<file path="src/hdl/svu_pkg.sv">
// Shared types and constants for the staggered-grid velocity update block.
// Depends on nothing; svu_ctrl, svu_dp, the top level, svu_check and the testbench import it.
package svu_pkg;

  typedef struct packed {
    logic signed [31:0] vel_x;
    logic signed [31:0] vel_y;
    logic signed [31:0] vel_z;
    logic signed [31:0] stress_xx;
    logic signed [31:0] stress_yy;
    logic signed [31:0] stress_zz;
    logic signed [31:0] stress_xy;
    logic signed [31:0] stress_yz;
    logic signed [31:0] stress_xz;
    logic [30:0]        density_x;
    logic [30:0]        density_y;
    logic [30:0]        density_z;
  } in_item_t;

  typedef struct packed {
    logic [27:0]        point_index;
    logic signed [31:0] new_vel_x;
    logic signed [31:0] new_vel_y;
    logic signed [31:0] new_vel_z;
    logic               last_interior;
    logic               divide_fault;
  } out_item_t;

  // One slot of the point window: stresses, velocities and densities.
  typedef struct packed {
    logic signed [31:0] s_xx;
    logic signed [31:0] s_yy;
    logic signed [31:0] s_zz;
    logic signed [31:0] s_xy;
    logic signed [31:0] s_yz;
    logic signed [31:0] s_xz;
    logic signed [31:0] v_x;
    logic signed [31:0] v_y;
    logic signed [31:0] v_z;
    logic [30:0]        d_x;
    logic [30:0]        d_y;
    logic [30:0]        d_z;
  } ring_word_t;

  localparam int CFG_IDX_W  = 3;
  localparam int CFG_DATA_W = 32;

  localparam logic [CFG_IDX_W-1:0] REG_COEF_X = 3'd0;
  localparam logic [CFG_IDX_W-1:0] REG_COEF_Y = 3'd1;
  localparam logic [CFG_IDX_W-1:0] REG_COEF_Z = 3'd2;
  localparam logic [CFG_IDX_W-1:0] REG_DIM_Z  = 3'd3;
  localparam logic [CFG_IDX_W-1:0] REG_DIM_X  = 3'd4;
  localparam logic [CFG_IDX_W-1:0] REG_DIM_Y  = 3'd5;
  localparam logic [CFG_IDX_W-1:0] REG_HALO   = 3'd6;

  // Neighbor slots read from the window.
  localparam int NB_COUNT = 6;
  localparam logic [2:0] NB_C  = 3'd0;
  localparam logic [2:0] NB_ZP = 3'd1;
  localparam logic [2:0] NB_ZM = 3'd2;
  localparam logic [2:0] NB_XP = 3'd3;
  localparam logic [2:0] NB_XM = 3'd4;
  localparam logic [2:0] NB_YM = 3'd5;

  // Scaled stress-difference terms, three per velocity.
  localparam int TERM_COUNT = 9;
  localparam logic [3:0] T_X_XX = 4'd0;
  localparam logic [3:0] T_X_XY = 4'd1;
  localparam logic [3:0] T_X_XZ = 4'd2;
  localparam logic [3:0] T_Y_YY = 4'd3;
  localparam logic [3:0] T_Y_XY = 4'd4;
  localparam logic [3:0] T_Y_YZ = 4'd5;
  localparam logic [3:0] T_Z_ZZ = 4'd6;
  localparam logic [3:0] T_Z_XZ = 4'd7;
  localparam logic [3:0] T_Z_YZ = 4'd8;

  localparam int SW   = 51;       // sum of three scaled terms
  localparam int NW   = SW + 16;  // dividend width
  localparam int DENW = 31;

  typedef struct packed {
    logic       latch;
    logic       rd_en;
    logic [2:0] rd_sel;
    logic       cap_en;
    logic [2:0] cap_sel;
    logic       mul_en;
    logic [3:0] mul_sel;
    logic       acc_en;
    logic       div_start;
    logic       finish;
    logic       commit;
    logic       push;
  } cmd_t;

  typedef struct packed {
    logic emit;
    logic div_done;
    logic out_free;
  } sts_t;

endpackage

</file>
<file path="src/hdl/svu_ctrl.sv">
// Sequencer for the velocity update: read, multiply, divide, commit, push; boundary points only commit.
// Depends on svu_pkg.
module svu_ctrl import svu_pkg::*; (
  input  logic clk,
  input  logic rst,
  input  logic in_valid,
  output logic in_ready,
  input  sts_t sts,
  output cmd_t cmd
);

  localparam logic [3:0] S_IDLE   = 4'd0;
  localparam logic [3:0] S_DECIDE = 4'd1;
  localparam logic [3:0] S_READ   = 4'd2;
  localparam logic [3:0] S_MUL    = 4'd3;
  localparam logic [3:0] S_DSTART = 4'd4;
  localparam logic [3:0] S_DWAIT  = 4'd5;
  localparam logic [3:0] S_FIN    = 4'd6;
  localparam logic [3:0] S_COMMIT = 4'd7;
  localparam logic [3:0] S_PUSH   = 4'd8;

  logic [3:0] state, state_next;
  logic [3:0] cnt, cnt_next;

  assign in_ready = (state == S_IDLE);

  always_comb begin
    cmd        = '0;
    state_next = state;
    cnt_next   = cnt;
    unique case (state)
      S_IDLE: begin
        if (in_valid) begin
          cmd.latch  = 1'b1;
          state_next = S_DECIDE;
        end
      end
      S_DECIDE: begin
        cnt_next   = '0;
        state_next = sts.emit ? S_READ : S_COMMIT;
      end
      S_READ: begin
        cmd.rd_en   = cnt < 4'(NB_COUNT);
        cmd.rd_sel  = cnt[2:0];
        cmd.cap_en  = cnt != 4'd0;
        cmd.cap_sel = 3'(cnt - 4'd1);
        cnt_next    = cnt + 4'd1;
        if (cnt == 4'(NB_COUNT)) begin
          cnt_next   = '0;
          state_next = S_MUL;
        end
      end
      S_MUL: begin
        cmd.mul_en  = cnt < 4'(TERM_COUNT);
        cmd.mul_sel = cnt;
        cmd.acc_en  = cnt != 4'd0;
        cnt_next    = cnt + 4'd1;
        if (cnt == 4'(TERM_COUNT)) begin
          cnt_next   = '0;
          state_next = S_DSTART;
        end
      end
      S_DSTART: begin
        cmd.div_start = 1'b1;
        state_next    = S_DWAIT;
      end
      S_DWAIT: begin
        if (sts.div_done) begin
          state_next = S_FIN;
        end
      end
      S_FIN: begin
        cmd.finish = 1'b1;
        state_next = S_COMMIT;
      end
      S_COMMIT: begin
        cmd.commit = 1'b1;
        state_next = sts.emit ? S_PUSH : S_IDLE;
      end
      S_PUSH: begin
        if (sts.out_free) begin
          cmd.push   = 1'b1;
          state_next = S_IDLE;
        end
      end
      default: begin
        state_next = S_IDLE;
      end
    endcase
  end

  always_ff @(posedge clk) begin
    if (rst) begin
      state <= S_IDLE;
      cnt   <= '0;
    end else begin
      state <= state_next;
      cnt   <= cnt_next;
    end
  end

endmodule

</file>
<file path="config.mk">
export PLATFORM = sky130hd
export DESIGN_NAME = svu_ctrl
export DESIGN_NICKNAME = d
export VERILOG_FILES = /design/src/hdl/svu_pkg.sv /design/src/hdl/svu_ctrl.sv
export SDC_FILE = /design/constraint.sdc
export NUM_CORES = 1
export LEC_CHECK = 0
export BUFFER_PORTS_ARGS = -buffer_cell sky130_fd_sc_hd__buf_2
export CORE_MARGIN = 2
export CORE_UTILIZATION = 42
export DETAILED_ROUTE_END_ITERATION = 16
export PLACE_DENSITY = 0.73
export SYNTH_ARGS = -nofsm -noshare
export SYNTH_HDL_FRONTEND = slang
export SYNTH_SLANG_ARGS = --single-unit
</file>
<file path="constraint.sdc">
create_clock -name clk -period 1.46 [get_ports clk]
set_input_delay 0.073 -clock clk [delete_from_list [all_inputs] [get_ports clk]]
set_output_delay 0.073 -clock clk [all_outputs]
set_load 0.03 [all_outputs]
</file>
Yosys cells after proc, flatten, opt, wreduce, memory -nomap -nowiden:

Index checks and enable logic that the tools add are counted.

* flip-flop bits (word level): 8
* input bits: 6
* logic and storage cells: 45
* output and inout port bits: 20

* magnitude comparators: 2
* add/sub/neg operators: 2
* reduce and logical (&&, ||, !) cells: 4
* equal/unequal tests: 15
* mux-type cells: 20

Operators by type and width (count)
* 4-bit one-hot mux with 9 select lines: 1
* 4-bit two-way mux: 8
* 4-bit by 3-bit equality test with 1-bit output, second input constant: 5
* 4-bit one-hot mux with 3 select lines: 1
* 2-bit != test, second input constant: 5
* 4-bit by 2-bit equality test with 1-bit output, second input constant: 2
* 4-bit equality test, second input constant: 2
* 8-bit two-way mux: 1
* 1-bit two-way mux: 7
* 6-bit two-way mux: 1
* 5-bit AND reduction: 1
* 4-bit by 1-bit adder with 4-bit output, second input constant: 1
* 4-bit by 1-bit equality test with 1-bit output, second input constant: 1
* 4-bit logical NOT: 1
* 4-bit by 3-bit < comparator with 1-bit output, second input constant: 1
* 4-bit < comparator, second input constant: 1
* 4-bit nonzero test: 1
* 3-bit two-way mux: 1
* 3-bit nonzero test: 1
* 3-bit by 1-bit subtractor with 3-bit output, second input constant: 1

Longest topological paths before layout:

Gate-level depths: netlist of the first run.

* word-level depth: 3
* gate-level depth with buffers: 6

Least setup slack after synthesis of the first run:

No wires, ideal clock.

* kind: register -> output
* start: register state[0]
* end: output port cmd[18] (netlist bit)
* stages on the path, launching flop included: 4
* path buffers: 1
* setup slack: -590 ps
* arrival: 1977 ps
* cells stage by stage: dfxtp_1 > buf_2 > nor4_1 > and2_1

RTL lines
* from (decl): RTL line svu_ctrl.sv:22 `logic [3:0] state, state_next;`
* from (signal assigned): RTL line svu_ctrl.sv:97 `state <= state_next;`
* to (decl): RTL line svu_ctrl.sv:9 `output cmd_t cmd`

Worst setup path after layout of the first run:

* start: register cnt[1]
* end: register state[0]

* cells in the longest elaborated chain, start to end: 3
* elaborated cells on any way between the ends: 5
* those cells by class: eq/ne: 4; reduce/logical: 1

RTL lines
* from (decl): RTL line svu_ctrl.sv:23 `logic [3:0] cnt, cnt_next;`
* from (signal assigned): RTL line svu_ctrl.sv:98 `cnt <= cnt_next;`
* 4-bit equality test or 4-bit by 3-bit equality test with 1-bit output (tied branches): RTL line svu_ctrl.sv:58, svu_ctrl.sv:48
* 2-bit != test (no source line)
* 5-bit AND reduction (no source line) (*)

Mark *: on every way between the ends. The rest lies on a longest branch, timed or not.
A chain may end at the register's enable or synchronous reset.

==> out/results.tsv, run 1 <==
metric	value	unit
crit path DAT	1.83	ns
Post-Route Setup TNS	-1.335	ns
HP Start	rst	
post-layout util	89.37	%
Final WS setup	-0.2193	ns
H-tree depth	1	
VDD IR-drop max	0.001420	V
dpl hpwl	1.455	mm
area leader, netlist	dfxtp_1	
met2 WL	1.624	mm
CTS tree	done	
share of cells above drive strength 1	69.34	%
die outline area	1952	um2
grt total ovfl	0	
Vias/cell	5.889	
Worst EP required	1.62	ns
worst-path maximum fanout	4	
max layer used	met4	
final net count	149	
vias in the first global route	791	
PD cells	1863	nW/um2
Via Count	901	
Met1 Routed Length	1.083	mm
first-pass GRT wire length	3.367	mm
final hold viol count	0	
CP Class	register to register	
RR Endpoint	state[0]	
area of the core	1506	um2
FF-to-FF path depth	6	
Max Fclk	595.5	MHz
R2R Setup Slk	-0.22	ns
multi-input logic area	661.9	um2
Worst slew margin	74.87	%
CTS buffer count	3	
max-cap violation count	0	
DRC	0	
period utilization	115.0	%
clock tree buffer depth	2	
top cell type's share of synthesized area	23.62	%
failing checks	setup timing	
Total Routing Usage GR	22.89	%
met3 wire length	137	um
Storage cell area	177.7	um2
remaining antenna violation count	0	
Die Wd	44.18	um
startpoint types	register	
Yosys warnings	0	
Port Buf Inserts	25	
P_leak	0.5956	nW
CTS Hold Buffers Added	0	
initial antenna violation count	0	
Post-Syn Area	678.2	um2
synth unique cells	34	
crit path time final	1.679	ns
largest net degree at the start of global routing	9	
Worst Hold Depth	2	
register area share after synthesis	23.62	%
Worst-path clk slew	0.07	ns
Sink Count	8	
Core Rows	14	
Post-Synthesis Cells	85	
root buf cell	clkbuf_4	
FILL cells	76	
Worst-Skew Late Latency	0.28	ns
worst-margin pin slew	0.3760	ns
Antenna Cells	0	
Die Height	44.18	um
Area contributors post-synth	dfxtp_1, nor2_1, ha_1	
RSZ-0062 raised after global routing	yes	
drt wl/cell	19.09	um
WHS Endpoint	state[3]	
RR Startpoint	cnt[1]	
drt pass-1 iters	4	
Final Skew	0.01022	ns
Syn-to-layout area delta	98.52	%
Final Wtd Congestion	0.7792	
Hold Crit Class	primary input to register	
post-synthesis area per instance	7.978	um2
status	finished with violations	
Max Slew Vio Count	0	
drt total wl	2.921	mm
Ports	26	
DR iter-0 viols	13	
Syn Nets	95	
Setup crit end kind	register	
initial core utilization	45.02	%
Yosys reg bits	8	
final setup vio count	14	
-- sequential cells by signal (all words and copies together), names as in the netlist --
| register | flops |
|---|---|
| cnt | 4 |
| state | 4 |
-- final cells by class --
cell class / instances / area share, %
clock buffers: 3 / 1.673
repair buffers: 54 / 33.92
multi-input cells: 70 / 49.16
well taps: 16 / 1.487
flip-flops and latches: 8 / 13.20
inverters: 2 / 0.5576
-- placed cells by master (no fill, tap or decap), types with 2 or more instances in the layout --
cell type	instances
nand3b_1	4
dfxtp_2	2
dfxtp_4	4
xnor2_1	3
inv_2	2
ha_4	2
nor2_4	7
a21oi_1	2
ha_1	2
dfxtp_1	2
nand2b_1	2
buf_6	15
buf_2	8
buf_4	29
nor3_2	2
nand2b_4	2
buf_8	2
clkbuf_4	3
nor2_1	11
and2_1	4
-- timing repair --
action	CTS	global route
pin swaps	13	9
buffers inserted	4	6
setup endpoints to repair	21	27
resized for setup	47	39
-- logic make-up after synthesis --
family / Yosys count / share of synthesized area (%)
and+or+nand+nor: 50 / 42.62
AOI/OAI and AO/OA: 11 / 12.91
xor gates and xnor gates: 4 / 5.167
DFF: 8 / 23.62
buffers and inverters: 7 / 6.089
muxes: 1 / 2.213
adders and majority gates: 4 / 7.380
-- worst max path at each step --
| stage | depth (start not counted) | start | endpoint |
|---|---|---|---|
| 2_1_floorplan | 3 | state[0] | cmd[18] |
| 3_3_place_gp | 6 | cnt[0] | state[0] |
| 3_5_place_dp | 5 | cnt[1] | state[0] |
| 4_1_cts | 4 | state[2] | state[0] |
| 5_1_grt | 6 | cnt[1] | state[0] |
| 6_report | 6 | cnt[1] | state[0] |
-- routing by layer --
metal  track usage, %  vias up
li1                 -      407
met5                0        -
met3            2.857       10
met1            28.07      437
met4            12.73        0
met2            38.53       47
-- report_power, final --
group	total, mW	internal [mW]	switching [mW]
Combinational	1.92	0.959	0.957
Clock	0.196	0.0955	0.101
Sequential	0.397	0.300	0.0967
Total	2.51	1.35	1.15
-- worst max-delay path: stages (launching register included) --
cell and delay, ns:
dfxtp_4 0.36, inv_2 0.07, ha_1 0.20, nand3b_1 0.12, a22oi_2 0.20, nor3b_4 0.28
mux2_4 0.33
-- per-stage QoR --
step / hold slack [ns] / total power, mW / cell area (um2) / setup WS [ns] / instances
after floorplan: 0.1454 / 1.103 / 694.4 / -0.2136 / 85
after global placement: 0.3103 / 1.470 / 955.9 / -0.04106 / 141
after detailed placement: 0.3170 / 1.515 / 955.9 / -0.1351 / 141
after CTS: 0.02662 / 2.035 / 1160 / -0.08699 / 148
after global routing: 0.06615 / 2.616 / 1346 / -0.2788 / 153
final: 0.04114 / 2.508 / 1346 / -0.2193 / 153
-- Yosys cell counts, drive strengths merged --
master   instances
a21o             1
inv              2
a41o             1
nor4             2
nor2            18
and2b            1
buf              5
and3b            1
nor4b            2
ha               4
xnor2            3
o31a             1
nand3b           4
and2             5
or2b             1
nor2b            1
nor3b            3
nand3            2
a21oi            3
dfxtp            8
or3              1
a22oi            1
xor2             1
and4bb           1
nand2            1
nor3             3
a2111oi          1
a211oi           3
nand2b           4
mux2             1
(Power assumes the default switching activity.)
==> run 2: changes to the inputs <==
Clock period 1.46 ns to 1.45 ns, I/O delays scaled along.
==> run 2 against run 1 <==
The flow still finishes with violations (setup timing). Combinational power shrank 9%. Critical endpoint unchanged. Clock power shrank 6%. Design area is 4.9% lower. Critical path depth is the same. Via count is 2.4% lower.
==> out/results.tsv, run 2 (same netlist as run 1, synthesis figures left out) <==
metric	value	unit
status	finished with violations	
total chip power	2.309	mW
crit path time final	1.598	ns
DRC	0	
Worst EP required	1.60	ns
CTS tree	done	
drt wl/cell	18.01	um
CP Class	register to register	
P_leak	0.5701	nW
drt total wl	2.755	mm
GRT Max-Usage Layer	met2	
Max Slew Vio Count	0	
drt pass-1 iters	4	
initial antenna violation count	0	
largest net degree at the start of global routing	12	
Final Skew	0.003501	ns
commonest non-fill, non-tap cell in the layout	buf_4	
final hold viol count	0	
Worst-path clk slew	0.06	ns
vias in the first global route	746	
Ports	26	
grt total ovfl	0	
crit path DAT	1.75	ns
PD cells	1804	nW/um2
Hold Crit Class	primary input to register	
biggest regs	cnt x4, state x4	
H-tree depth	1	
FILL cells	81	
CTS Hold Buffers Added	0	
worst-path maximum fanout	4	
Setup crit end kind	register	
Antenna Cells	0	
Worst-Skew Late Latency	0.26	ns
period utilization	110.2	%
Syn-to-layout area delta	88.75	%
most frequent cells in the layout	buf_4, nor2_1, buf_6	
DR iter-0 viols	42	
Worst Hold Depth	2	
Worst slew margin	73.30	%
clock tree buffer depth	2	
dpl hpwl	1.514	mm
final setup vio count	18	
root buf cell	clkbuf_4	
initial core utilization	45.02	%
Max Fclk	625.8	MHz
Final WS setup	-0.1480	ns
Sink Count	8	
Total Routing Usage GR	26.24	%
share of cells above drive strength 1	64.96	%
M2 GR Usage	40.88	%
Die Height	44.18	um
area of the core	1506	um2
first-pass GRT wire length	3.670	mm
max-cap violation count	0	
die outline area	1952	um2
M3 GR Usage	9.796	%
Core Rows	14	
remaining antenna violation count	0	
Setup WS pre-CTS	-0.1500	ns
Via Count	879	
final net count	149	
failing checks	setup timing	
Port Buf Inserts	25	
startpoint types	register	
RSZ-0062 raised after global routing	yes	
FF-to-FF path depth	6	
Final Wtd Congestion	0.8923	
VDD IR-drop max	0.001164	V
Vias/cell	5.745	
grt met1 use	31.19	%
worst-margin pin slew	0.3969	ns
Die Wd	44.18	um
CTS buffer count	3	
==> run 2: cell types whose count changed in the layout (fill, tap and decap cells not counted), sizes merged <==
cell / previous run / this run
buf: 54 / 51
clkbuf: 3 / 6
==> run 2: worst paths after layout <==
path               start        to  slack (ns)
setup / recovery  cnt[0]  state[0]       -0.15
hold / removal       rst  state[3]        0.08
setup reg to reg  cnt[0]  state[0]       -0.15
hold reg to reg   cnt[1]    cnt[1]        0.55
==> run 2: power breakdown <==
group | internal [mW] | switching, mW
registers | 0.299 | 0.0907
clock network | 0.0956 | 0.0884
logic | 0.842 | 0.894
total | 1.24 | 1.07
==> run 2: final cells by class <==
type                    count  area, um2  area share [%]
repair buffers             54      432.9           33.82
inverters                   2      10.01          0.7820
clock buffers               3      22.52           1.760
flip-flops and latches      8      173.9           13.59
multi-input cells          70      620.6           48.48
well taps                  16      20.02           1.564
==> run 2: timing repair <==
item | in CTS | in global routing
setup endpoints to repair | 22 | 28
pin swaps | 9 | 4
buffers inserted | 2 | 6
resized for setup | 44 | 22
==> run 2: worst max-delay path, stage by stage, from the launching register on <==
cell      delay, ns
dfxtp_4        0.36
inv_4          0.06
ha_4           0.12
nand3b_1       0.10
a22oi_2        0.24
nor3b_4        0.28
mux2_4         0.31
==> run 2: stage by stage <==
| step | TNS [ns] | std cells | instance area [um2] | hold WS (ns) | utilization, % |
|---|---|---|---|---|---|
| 2_1_floorplan | -0.4131 | 85 | 694.4 | 0.1449 | - |
| 3_3_place_gp | -0.1443 | 142 | 963.4 | 0.3157 | 63.95 |
| 3_5_place_dp | -0.2544 | 142 | 963.4 | 0.3311 | 63.95 |
| 4_1_cts | -0.5116 | 147 | 1144 | 0.07182 | 75.91 |
| 5_1_grt | -2.592 | 153 | 1280 | 0.08624 | 84.97 |
| 6_report | -1.314 | 153 | 1280 | 0.08098 | 84.97 |
==> run 2: routing by layer <==
metal,vias to the layer above,part of all wire [%]
met5,-,0
met4,0,3.6
met3,14,8.1
met2,56,48
met1,409,41
li1,400,-
